--- src/sv/lkv_pkg.sv ---
// ----------------------------------------------------------------------------
// lkv_pkg
// Shared types, constants and helpers for the linked key-value table.
// ----------------------------------------------------------------------------
package lkv_pkg;

    localparam int CAPACITY = 16;
    localparam int IDX_W    = $clog2(CAPACITY);
    localparam int LINK_W   = $clog2(CAPACITY + 1);
    localparam int DATA_W   = 32;
    localparam int COUNT_W  = 5;

    typedef logic [LINK_W-1:0] t_link;
    typedef logic [IDX_W-1:0]  t_idx;

    localparam t_link NIL_LINK = t_link'(CAPACITY);

    typedef enum logic [1:0] {
        REQ_ADD    = 2'd0,
        REQ_SEARCH = 2'd1,
        REQ_REMOVE = 2'd2
    } t_req_kind;

    typedef enum logic [1:0] {
        ST_FOUND  = 2'd0,
        ST_ABSENT = 2'd1,
        ST_FULL   = 2'd2
    } t_status;

    typedef struct packed {
        logic [1:0]               req_type;
        logic signed [DATA_W-1:0] key;
        logic signed [DATA_W-1:0] value;
    } t_req;

    typedef struct packed {
        logic [1:0]               status;
        logic signed [DATA_W-1:0] result_value;
        logic [COUNT_W-1:0]       entry_count;
    } t_rsp;

    typedef enum logic [2:0] {
        S_IDLE,
        S_SCAN,
        S_HIT,
        S_FREE,
        S_ALLOC,
        S_APPEND
    } t_state;

    typedef struct packed {
        logic    load;
        logic    scan_step;
        logic    capture_hit;
        logic    upd_value;
        logic    unlink;
        logic    free_slot;
        logic    rd_free;
        logic    alloc;
        logic    append;
        logic    fin;
        t_status fin_status;
    } t_dp_cmd;

    typedef struct packed {
        logic [1:0] req_type;
        logic       cur_ok;
        logic       key_match;
        logic       free_ok;
    } t_dp_sts;

    function automatic logic link_ok(input t_link p);
        return p < NIL_LINK;
    endfunction

endpackage

--- src/sv/lkv_ctrl.sv ---
// ----------------------------------------------------------------------------
// lkv_ctrl
// Request sequencer: scan, hit handling, unlink and append steps.
// ----------------------------------------------------------------------------
module lkv_ctrl (
    input  logic              i_clk,
    input  logic              i_rst_n,
    input  logic              i_start,
    input  logic [1:0]        i_req_type,
    input  lkv_pkg::t_dp_sts  i_sts,
    output lkv_pkg::t_dp_cmd  o_cmd,
    output logic              o_busy
);

    lkv_pkg::t_state r_state;
    lkv_pkg::t_state n_state;
    logic            req_known;

    assign req_known = (i_req_type == lkv_pkg::REQ_ADD)
                    || (i_req_type == lkv_pkg::REQ_SEARCH)
                    || (i_req_type == lkv_pkg::REQ_REMOVE);

    always_ff @(posedge i_clk) begin
        if (!i_rst_n) begin
            r_state <= lkv_pkg::S_IDLE;
        end else begin
            r_state <= n_state;
        end
    end

    always_comb begin
        n_state = r_state;
        unique case (r_state)
            lkv_pkg::S_IDLE: begin
                if (i_start && req_known) begin
                    n_state = lkv_pkg::S_SCAN;
                end
            end
            lkv_pkg::S_SCAN: begin
                if (!i_sts.cur_ok) begin
                    if (i_sts.req_type == lkv_pkg::REQ_ADD && i_sts.free_ok) begin
                        n_state = lkv_pkg::S_ALLOC;
                    end else begin
                        n_state = lkv_pkg::S_IDLE;
                    end
                end else if (i_sts.key_match) begin
                    n_state = lkv_pkg::S_HIT;
                end
            end
            lkv_pkg::S_HIT: begin
                if (i_sts.req_type == lkv_pkg::REQ_REMOVE) begin
                    n_state = lkv_pkg::S_FREE;
                end else begin
                    n_state = lkv_pkg::S_IDLE;
                end
            end
            lkv_pkg::S_FREE:   n_state = lkv_pkg::S_IDLE;
            lkv_pkg::S_ALLOC:  n_state = lkv_pkg::S_APPEND;
            lkv_pkg::S_APPEND: n_state = lkv_pkg::S_IDLE;
            default:           n_state = lkv_pkg::S_IDLE;
        endcase
    end

    always_comb begin
        o_cmd            = '0;
        o_cmd.fin_status = lkv_pkg::ST_ABSENT;
        unique case (r_state)
            lkv_pkg::S_IDLE: begin
                if (i_start) begin
                    // An unknown request type is answered at once and changes nothing.
                    o_cmd.load = req_known;
                    o_cmd.fin  = !req_known;
                end
            end
            lkv_pkg::S_SCAN: begin
                if (!i_sts.cur_ok) begin
                    if (i_sts.req_type == lkv_pkg::REQ_ADD) begin
                        if (i_sts.free_ok) begin
                            o_cmd.rd_free = 1'b1;
                        end else begin
                            o_cmd.fin        = 1'b1;
                            o_cmd.fin_status = lkv_pkg::ST_FULL;
                        end
                    end else begin
                        o_cmd.fin = 1'b1;
                    end
                end else if (i_sts.key_match) begin
                    o_cmd.capture_hit = 1'b1;
                end else begin
                    o_cmd.scan_step = 1'b1;
                end
            end
            lkv_pkg::S_HIT: begin
                if (i_sts.req_type == lkv_pkg::REQ_REMOVE) begin
                    o_cmd.unlink = 1'b1;
                end else begin
                    o_cmd.upd_value  = (i_sts.req_type == lkv_pkg::REQ_ADD);
                    o_cmd.fin        = 1'b1;
                    o_cmd.fin_status = lkv_pkg::ST_FOUND;
                end
            end
            lkv_pkg::S_FREE: begin
                o_cmd.free_slot  = 1'b1;
                o_cmd.fin        = 1'b1;
                o_cmd.fin_status = lkv_pkg::ST_FOUND;
            end
            lkv_pkg::S_ALLOC: begin
                o_cmd.alloc = 1'b1;
            end
            lkv_pkg::S_APPEND: begin
                o_cmd.append = 1'b1;
                o_cmd.fin    = 1'b1;
            end
            default: begin
                o_cmd = '0;
            end
        endcase
    end

    assign o_busy = (r_state != lkv_pkg::S_IDLE);

endmodule

--- src/sv/lkv_dp.sv ---
// ----------------------------------------------------------------------------
// lkv_dp
// Slot memories, list pointers, entry count and the result register.
// ----------------------------------------------------------------------------
module lkv_dp (
    input  logic                       i_clk,
    input  logic                       i_rst_n,
    input  lkv_pkg::t_req              i_req,
    input  logic                       i_cfg_we,
    input  logic [lkv_pkg::DATA_W-1:0] i_cfg_data,
    input  lkv_pkg::t_dp_cmd           i_cmd,
    output lkv_pkg::t_dp_sts           o_sts,
    output lkv_pkg::t_rsp              o_rsp,
    output logic                       o_strobe
);

    // Slot memories. The link memories carry valid bits so that an entry
    // never written reads as its reset link.
    logic [lkv_pkg::DATA_W-1:0] key_mem  [lkv_pkg::CAPACITY];
    logic [lkv_pkg::DATA_W-1:0] val_mem  [lkv_pkg::CAPACITY];
    lkv_pkg::t_link             next_mem [lkv_pkg::CAPACITY];
    lkv_pkg::t_link             prev_mem [lkv_pkg::CAPACITY];
    logic [lkv_pkg::CAPACITY-1:0] r_next_vld;
    logic [lkv_pkg::CAPACITY-1:0] r_prev_vld;

    lkv_pkg::t_req              r_req;
    logic [lkv_pkg::DATA_W-1:0] r_null;
    lkv_pkg::t_link             r_head;
    lkv_pkg::t_link             r_tail;
    lkv_pkg::t_link             r_free;
    lkv_pkg::t_link             r_count;
    lkv_pkg::t_link             n_count;
    lkv_pkg::t_link             r_cur;
    lkv_pkg::t_link             r_steps;
    lkv_pkg::t_link             r_hit;
    lkv_pkg::t_link             r_prev;
    lkv_pkg::t_link             r_next;
    logic [lkv_pkg::DATA_W-1:0] r_old;
    lkv_pkg::t_rsp              r_rsp;
    logic                       r_strobe;

    // Registered read port.
    logic [lkv_pkg::DATA_W-1:0] r_key_q;
    logic [lkv_pkg::DATA_W-1:0] r_val_q;
    lkv_pkg::t_link             r_next_raw;
    lkv_pkg::t_link             r_prev_raw;
    logic                       r_next_v;
    logic                       r_prev_v;
    lkv_pkg::t_idx              r_rd_idx;
    lkv_pkg::t_link             next_q;
    lkv_pkg::t_link             prev_q;
    lkv_pkg::t_idx              rd_addr;

    // Write ports.
    logic                       key_we;
    logic                       val_we;
    lkv_pkg::t_idx              kv_addr;
    lkv_pkg::t_idx              val_addr;
    logic                       next_we;
    lkv_pkg::t_idx              next_addr;
    lkv_pkg::t_link             next_wdata;
    logic                       prev_we;
    lkv_pkg::t_idx              prev_addr;
    lkv_pkg::t_link             prev_wdata;

    assign next_q = r_next_v ? r_next_raw : (lkv_pkg::t_link'(r_rd_idx) + lkv_pkg::t_link'(1));
    assign prev_q = r_prev_v ? r_prev_raw : lkv_pkg::NIL_LINK;

    always_comb begin
        if (i_cmd.load) begin
            rd_addr = r_head[lkv_pkg::IDX_W-1:0];
        end else if (i_cmd.scan_step) begin
            rd_addr = next_q[lkv_pkg::IDX_W-1:0];
        end else if (i_cmd.rd_free) begin
            rd_addr = r_free[lkv_pkg::IDX_W-1:0];
        end else begin
            rd_addr = r_cur[lkv_pkg::IDX_W-1:0];
        end
    end

    always_comb begin
        key_we     = i_cmd.alloc;
        kv_addr    = r_free[lkv_pkg::IDX_W-1:0];
        val_we     = i_cmd.alloc || i_cmd.upd_value;
        val_addr   = i_cmd.alloc ? r_free[lkv_pkg::IDX_W-1:0] : r_hit[lkv_pkg::IDX_W-1:0];

        next_we    = 1'b0;
        next_addr  = r_prev[lkv_pkg::IDX_W-1:0];
        next_wdata = r_next;
        if (i_cmd.unlink) begin
            next_we    = lkv_pkg::link_ok(r_prev);
        end else if (i_cmd.free_slot) begin
            next_we    = 1'b1;
            next_addr  = r_hit[lkv_pkg::IDX_W-1:0];
            next_wdata = r_free;
        end else if (i_cmd.alloc) begin
            next_we    = 1'b1;
            next_addr  = r_free[lkv_pkg::IDX_W-1:0];
            next_wdata = lkv_pkg::NIL_LINK;
        end else if (i_cmd.append) begin
            next_we    = lkv_pkg::link_ok(r_tail);
            next_addr  = r_tail[lkv_pkg::IDX_W-1:0];
            next_wdata = r_hit;
        end

        prev_we    = 1'b0;
        prev_addr  = r_next[lkv_pkg::IDX_W-1:0];
        prev_wdata = r_prev;
        if (i_cmd.unlink) begin
            prev_we    = lkv_pkg::link_ok(r_next);
        end else if (i_cmd.free_slot) begin
            prev_we    = 1'b1;
            prev_addr  = r_hit[lkv_pkg::IDX_W-1:0];
            prev_wdata = lkv_pkg::NIL_LINK;
        end else if (i_cmd.alloc) begin
            prev_we    = 1'b1;
            prev_addr  = r_free[lkv_pkg::IDX_W-1:0];
            prev_wdata = r_tail;
        end
    end

    always_ff @(posedge i_clk) begin
        if (key_we) begin
            key_mem[kv_addr] <= r_req.key;
        end
        if (val_we) begin
            val_mem[val_addr] <= r_req.value;
        end
        if (next_we) begin
            next_mem[next_addr] <= next_wdata;
        end
        if (prev_we) begin
            prev_mem[prev_addr] <= prev_wdata;
        end
        r_key_q    <= key_mem[rd_addr];
        r_val_q    <= val_mem[rd_addr];
        r_next_raw <= next_mem[rd_addr];
        r_prev_raw <= prev_mem[rd_addr];
        r_next_v   <= r_next_vld[rd_addr];
        r_prev_v   <= r_prev_vld[rd_addr];
        r_rd_idx   <= rd_addr;
    end

    always_ff @(posedge i_clk) begin
        if (!i_rst_n) begin
            r_next_vld <= '0;
            r_prev_vld <= '0;
        end else begin
            if (next_we) begin
                r_next_vld[next_addr] <= 1'b1;
            end
            if (prev_we) begin
                r_prev_vld[prev_addr] <= 1'b1;
            end
        end
    end

    always_comb begin
        n_count = r_count;
        if (i_cmd.free_slot && r_count != '0) begin
            n_count = r_count - lkv_pkg::t_link'(1);
        end else if (i_cmd.append && r_count < lkv_pkg::NIL_LINK) begin
            n_count = r_count + lkv_pkg::t_link'(1);
        end
    end

    always_ff @(posedge i_clk) begin
        if (!i_rst_n) begin
            r_null   <= '0;
            r_head   <= lkv_pkg::NIL_LINK;
            r_tail   <= lkv_pkg::NIL_LINK;
            r_free   <= '0;
            r_count  <= '0;
            r_strobe <= 1'b0;
        end else begin
            if (i_cfg_we) begin
                r_null <= i_cfg_data;
            end
            r_count  <= n_count;
            r_strobe <= i_cmd.fin;
            if (i_cmd.unlink) begin
                if (!lkv_pkg::link_ok(r_prev)) begin
                    r_head <= r_next;
                end
                if (!lkv_pkg::link_ok(r_next)) begin
                    r_tail <= r_prev;
                end
            end
            if (i_cmd.free_slot) begin
                r_free <= r_hit;
            end
            if (i_cmd.alloc) begin
                r_free <= next_q;
            end
            if (i_cmd.append) begin
                if (!lkv_pkg::link_ok(r_tail)) begin
                    r_head <= r_hit;
                end
                r_tail <= r_hit;
            end
        end
    end

    always_ff @(posedge i_clk) begin
        if (i_cmd.load) begin
            r_req   <= i_req;
            r_cur   <= r_head;
            r_steps <= '0;
        end
        if (i_cmd.scan_step) begin
            r_cur   <= next_q;
            r_steps <= r_steps + lkv_pkg::t_link'(1);
        end
        if (i_cmd.capture_hit) begin
            r_hit  <= r_cur;
            r_prev <= prev_q;
            r_next <= next_q;
            r_old  <= r_val_q;
        end
        if (i_cmd.alloc) begin
            // The slot taken from the free list is kept for the append step.
            r_hit <= r_free;
        end
        if (i_cmd.fin) begin
            r_rsp.status       <= i_cmd.fin_status;
            r_rsp.result_value <= (i_cmd.fin_status == lkv_pkg::ST_FOUND) ? r_old : r_null;
            r_rsp.entry_count  <= lkv_pkg::COUNT_W'(n_count);
        end
    end

    assign o_sts.req_type  = r_req.req_type;
    assign o_sts.cur_ok    = lkv_pkg::link_ok(r_cur) && (r_steps < lkv_pkg::NIL_LINK);
    assign o_sts.key_match = (r_key_q == r_req.key);
    assign o_sts.free_ok   = lkv_pkg::link_ok(r_free);

    assign o_rsp    = r_rsp;
    assign o_strobe = r_strobe;

    // Once a request has finished, the list ends and the free list agree with the count.
    a_head_vs_count: assert property (@(posedge i_clk) disable iff (!i_rst_n)
        i_cmd.fin |=> (lkv_pkg::link_ok(r_head) == (r_count != '0)))
        else $error("list head and entry count disagree");

    a_tail_vs_count: assert property (@(posedge i_clk) disable iff (!i_rst_n)
        i_cmd.fin |=> (lkv_pkg::link_ok(r_tail) == (r_count != '0)))
        else $error("list tail and entry count disagree");

    a_free_vs_count: assert property (@(posedge i_clk) disable iff (!i_rst_n)
        i_cmd.fin |=> (lkv_pkg::link_ok(r_free) == (r_count < lkv_pkg::NIL_LINK)))
        else $error("free list head and entry count disagree");

    a_count_range: assert property (@(posedge i_clk) disable iff (!i_rst_n)
        r_strobe |-> (r_count <= lkv_pkg::NIL_LINK))
        else $error("entry count beyond capacity");

endmodule

--- src/sv/linked_key_value_table.sv ---
// ----------------------------------------------------------------------------
// linked_key_value_table
// Fixed-capacity key-value table with unique keys, kept in insertion order.
// ----------------------------------------------------------------------------
// A request is taken when start is high and busy is low; its single result
// appears on o_rsp for one cycle with o_strobe high and cannot be held off, so
// the receiver must take it in that cycle. After acceptance the scan walks
// the list through the registered read port of the slot memories, one linked
// slot per cycle, with a final check when the key is not in the list. A
// search or an update that hits then finishes; a remove that hits unlinks the
// entry and then frees its slot; an insert that misses takes a slot from the
// free list and appends it at the tail, or reports full when none is free; an
// unknown request type finishes in the acceptance cycle. The result is
// registered and appears in the cycle after the step that finishes the
// request. Busy is low again in the cycle that carries the result, so the
// next request can be taken while the result is on the outputs. The null value
// register is written over its own channel, which is always ready; write it
// only while the block is idle.
module linked_key_value_table (
    input  logic                       i_clk,
    input  logic                       i_rst_n,
    input  logic                       start,
    output logic                       busy,
    input  lkv_pkg::t_req              i_req,
    output logic                       o_strobe,
    output lkv_pkg::t_rsp              o_rsp,
    input  logic                       i_cfg_valid,
    output logic                       o_cfg_ready,
    input  logic [lkv_pkg::DATA_W-1:0] i_cfg_data
);

    lkv_pkg::t_dp_cmd cmd;
    lkv_pkg::t_dp_sts sts;
    logic             ctrl_busy;

    assign o_cfg_ready = 1'b1;
    assign busy        = ctrl_busy;

    lkv_ctrl u_ctrl (
        .i_clk      (i_clk),
        .i_rst_n    (i_rst_n),
        .i_start    (start),
        .i_req_type (i_req.req_type),
        .i_sts      (sts),
        .o_cmd      (cmd),
        .o_busy     (ctrl_busy)
    );

    lkv_dp u_dp (
        .i_clk      (i_clk),
        .i_rst_n    (i_rst_n),
        .i_req      (i_req),
        .i_cfg_we   (i_cfg_valid && o_cfg_ready),
        .i_cfg_data (i_cfg_data),
        .i_cmd      (cmd),
        .o_sts      (sts),
        .o_rsp      (o_rsp),
        .o_strobe   (o_strobe)
    );

endmodule
--- config.mk ---
export PLATFORM = sky130hd
export DESIGN_NAME = linked_key_value_table
export DESIGN_NICKNAME = d
export VERILOG_FILES = /design/src/sv/lkv_pkg.sv /design/src/sv/lkv_ctrl.sv /design/src/sv/lkv_dp.sv /design/src/sv/linked_key_value_table.sv
export SDC_FILE = /design/constraint.sdc
export NUM_CORES = 2
export LEC_CHECK = 0
export ABC_AREA = 1
export CORE_ASPECT_RATIO = 1.4
export CORE_MARGIN = 10
export CORE_UTILIZATION = 25
export DETAILED_ROUTE_END_ITERATION = 8
export DONT_BUFFER_PORTS = 1
export MAX_ROUTING_LAYER = met4
export SLEW_MARGIN = 20
export SYNTH_ARGS = -nofsm -noshare
export SYNTH_HDL_FRONTEND = slang
export SYNTH_SLANG_ARGS = --single-unit
--- constraint.sdc ---
create_clock -name i_clk -period 4.2 [get_ports i_clk]
set_input_delay 0.42 -clock i_clk [delete_from_list [all_inputs] [get_ports i_clk]]
set_output_delay 0.42 -clock i_clk [all_outputs]
set_load 0.02 [all_outputs]
==> metrics.txt <==
required time of the critical path=4.90 ns; Core Rows=219; violation count after the first detailed-route iteration=4161; Die Span Y=619 um; power share of the combinational group=0.116; Warnings, synthesis=0; H-tree depth=4; overall routing resource usage=0.129; final hold viol count=0; Initial Utilization=0.252; outcome=completed; internal cell power=26600 uW; worst min-delay path class=input pin to flop; async set or reset register ratio after synthesis=0; # clock sinks=1514; gate count after technology mapping=5877; fraction of synthesized cell area taken by the top area cell type=0.631; synthesis-to-finish area growth=18.3%; Final min period=3.68 ns; TritonCTS clock tree=built; Boundary Pins=144; synth unique cells=42; Fill cells=25400; PnR worst setup slack=0.519 ns; netlist area before placement=64000 um2; worst-case clock buffer depth=3; antenna-violating nets left=0; total negative slack=0 ns; Final Routed Wirelength=180000 um; via density per instance=4.56; mean instance size in the synthesized netlist=10.9 um2; dominant register cell in the synthesized netlist=sky130_fd_sc_hd__edfxtp_1; Die Width=448 um; vias in the first global route=42000; Max FO, Critical Path=35; library cell used as clock root buffer=sky130_fd_sc_hd__clkbuf_16; Post-route DRC=0; Critical Path Sink Type=flop; antenna violations before repair=40; placed wire-length estimate=101000 um; final estimated routing congestion in global placement=0.862; clk_lat worst skew=0.83 ns; areal power density over the cells=476 nW/um2; total nets after synthesis=5983; layout cells sized above 1=0.0807; most instantiated cells after synthesis=1384 x sky130_fd_sc_hd__nand3_1, 1346 x sky130_fd_sc_hd__edfxtp_1, 1022 x sky130_fd_sc_hd__inv_1, 823 x sky130_fd_sc_hd__nand2_1, 304 x sky130_fd_sc_hd__nand3b_1; number of buffers added on ports=0; relative contribution of sequential cells to total power=0.479; floorplan die area=277000 um2; residual overflow from global routing=0; Arr. time, crit path=4.38 ns; final count of negative-setup-slack endpoints=0; wire length of the first global-routing pass=266000 um; tightest hold margin=0.122 ns; #FFs+latches synth=1514; static leakage=0.0296 uW; share of power burned in the clock network=0.405; CTS buffer count=163; maximum clock rate=0.272 GHz; core area=255000 um2; Max transition margin=0.253; sequential area share after synthesis=0.684; synth top area cells=sky130_fd_sc_hd__edfxtp_1 63%, sky130_fd_sc_hd__nand3_1 11%, sky130_fd_sc_hd__inv_1 6.0%; biggest area consumer among synthesized cells=sky130_fd_sc_hd__edfxtp_1; clock edge transition at the registers on the reported setup and hold paths=0.06 ns; worst clock skew=0.0482 ns; post-layout utilization of the core=0.298; final worst path period share=0.876; first-pass iteration count of the detailed router=6; slew at the pin with the worst max-slew slack=1.11 ns; Net Sw Frac=0.261; switching power total=9400 uW; count leader, synth=sky130_fd_sc_hd__nand3_1; wire length per cell=19.0 um; number of nets in the final layout=6097; worst voltage drop across the vdd grid=0.466 mV; max-slew violations=0; CP Launch Type=flop; number of enable-type register cells in the synthesized netlist=1346; Via Count=43200; worst-case setup slack after placement=0.526 ns; max_cap viols=0; unrepaired setup endpoints after global routing=false; critical path type=flop to flop; maximum number of pins on one net before global-route repair=153
==> path summary, 6_finish.rpt <==
path,start,to,slack (ns),depth (start not counted)
max,u_dp.r_req[51],u_dp.r_prev_raw[4],0.52,17
min,start,u_ctrl.r_state[1],0.12,4
max reg2reg,u_dp.r_req[51],u_dp.r_prev_raw[4],0.52,17
min reg2reg,u_dp.r_val_q[31],u_dp.r_old[31],0.40,0
==> routing by layer <==
layer / part of all wire / vias to the layer above / track usage / routed length (um)
li1: - / 20000 / - / -
met1: 0.39 / 21200 / 0.149 / 70300
met2: 0.51 / 1583 / 0.225 / 92100
met3: 0.061 / 419 / 0.0187 / 10900
met4: 0.035 / 0 / 0.0473 / 6260
met5: 0 / - / - / 0
==> kinds of logic after synthesis <==
logic type                 Yosys count  synth area share
DFF                               1514             0.684
muxes                               32           0.00563
other                                1         0.0000586
AOI/OAI and AO/OA                  125            0.0110
xor gates and xnor gates            27           0.00369
buffers and inverters             1375            0.0851
adders and majority gates            4          0.000781
and+or+nand+nor                   2799             0.210
==> worst max-delay path, stage by stage (launching register included) <==
cell and delay (ns):
sky130_fd_sc_hd__edfxtp_1 0.69, sky130_fd_sc_hd__nand2_1 0.11, sky130_fd_sc_hd__nand2_1 0.09, sky130_fd_sc_hd__nand2_1 0.07, sky130_fd_sc_hd__nor2_1 0.26, sky130_fd_sc_hd__nand2_1 0.10, sky130_fd_sc_hd__nor2_1 0.20, sky130_fd_sc_hd__nand2_1 0.25
sky130_fd_sc_hd__nand2_1 0.19, sky130_fd_sc_hd__nand2_1 0.11, sky130_fd_sc_hd__nand3_4 0.16, sky130_fd_sc_hd__buf_12 0.23, sky130_fd_sc_hd__buf_4 0.42, sky130_fd_sc_hd__nand3_1 0.14, sky130_fd_sc_hd__nand3_1 0.14, sky130_fd_sc_hd__nand3_1 0.10
sky130_fd_sc_hd__nand3_1 0.17, sky130_fd_sc_hd__nand2_1 0.08
==> cells in the final DEF, fill, tap and decap left out, types with 4 or more instances in the layout <==
cell type and instances:
sky130_fd_sc_hd__a211oi_1 7, sky130_fd_sc_hd__a21oi_1 21, sky130_fd_sc_hd__a31oi_1 4, sky130_fd_sc_hd__buf_12 61, sky130_fd_sc_hd__buf_4 99, sky130_fd_sc_hd__bufinv_16 12, sky130_fd_sc_hd__clkbuf_1 46, sky130_fd_sc_hd__clkbuf_16 165
sky130_fd_sc_hd__clkbuf_8 19, sky130_fd_sc_hd__clkinv_1 22, sky130_fd_sc_hd__clkinv_16 7, sky130_fd_sc_hd__clkinv_2 21, sky130_fd_sc_hd__dfxtp_1 168, sky130_fd_sc_hd__diode_2 9, sky130_fd_sc_hd__dlygate4sd3_1 130, sky130_fd_sc_hd__edfxtp_1 1346
sky130_fd_sc_hd__ha_1 4, sky130_fd_sc_hd__inv_1 1020, sky130_fd_sc_hd__inv_2 10, sky130_fd_sc_hd__inv_6 7, sky130_fd_sc_hd__mux2_2 32, sky130_fd_sc_hd__nand2_1 821, sky130_fd_sc_hd__nand3_1 1383, sky130_fd_sc_hd__nand3b_1 304
sky130_fd_sc_hd__nor2_1 230, sky130_fd_sc_hd__nor2_4 37, sky130_fd_sc_hd__nor3_1 6, sky130_fd_sc_hd__o211ai_1 4, sky130_fd_sc_hd__o21ai_0 72, sky130_fd_sc_hd__xnor2_1 23, sky130_fd_sc_hd__xor2_1 4
==> power by group through the flow <==
stage / logic (uW) / clock network, uW / registers (uW)
final: 4170 / 14600 / 17300
after CTS: 4190 / 14900 / 17300
after global placement: 3980 / 0 / 17600
after global routing: 4580 / 15500 / 17300
after detailed placement: 4030 / 0 / 17600
after floorplan: 2660 / 0 / 17400
==> through the flow <==
stage	std cells	power (uW)	area, um2
4_1_cts	9448	36300	75700
3_5_place_dp	9010	21600	68900
3_3_place_gp	9010	21600	68900
6_report	9457	36000	75800
2_1_floorplan	5877	20100	64000
5_1_grt	9455	37400	75800
==> registers in the layout (all words and copies together), names as in the netlist, 16 cells and up <==
signal	count
u_dp.key_mem	512
u_dp.val_mem	512
u_dp.next_mem	80
u_dp.prev_mem	80
u_dp.r_req	64
u_dp.o_rsp	39
u_dp.r_key_q	32
u_dp.r_null	32
u_dp.r_old	32
u_dp.r_val_q	32
u_dp.r_next_vld	16
u_dp.r_prev_vld	16
==> final cells by class <==
cell class                      count  area [um2]  share of cell area
Timing Repair Buffer              291        3280              0.0433
Tap cell                         3315        4150              0.0547
Inverter                         1033        3880              0.0513
Sequential cell                  1514       43800               0.578
Clock inverter                     77         941              0.0124
Multi-Input combinational cell   2988       15100               0.200
Clock buffer                      230        4560              0.0602
Antenna cell                        9        22.5            0.000297
==> timing repair <==
| item | in CTS | in global routing |
|---|---|---|
| resized for setup | 0 | 0 |
| buffers inserted | 0 | 0 |
| hold buffers | 131 | 0 |
| hold endpoints to repair | 106 | 0 |
(Power assumes the default switching activity.)
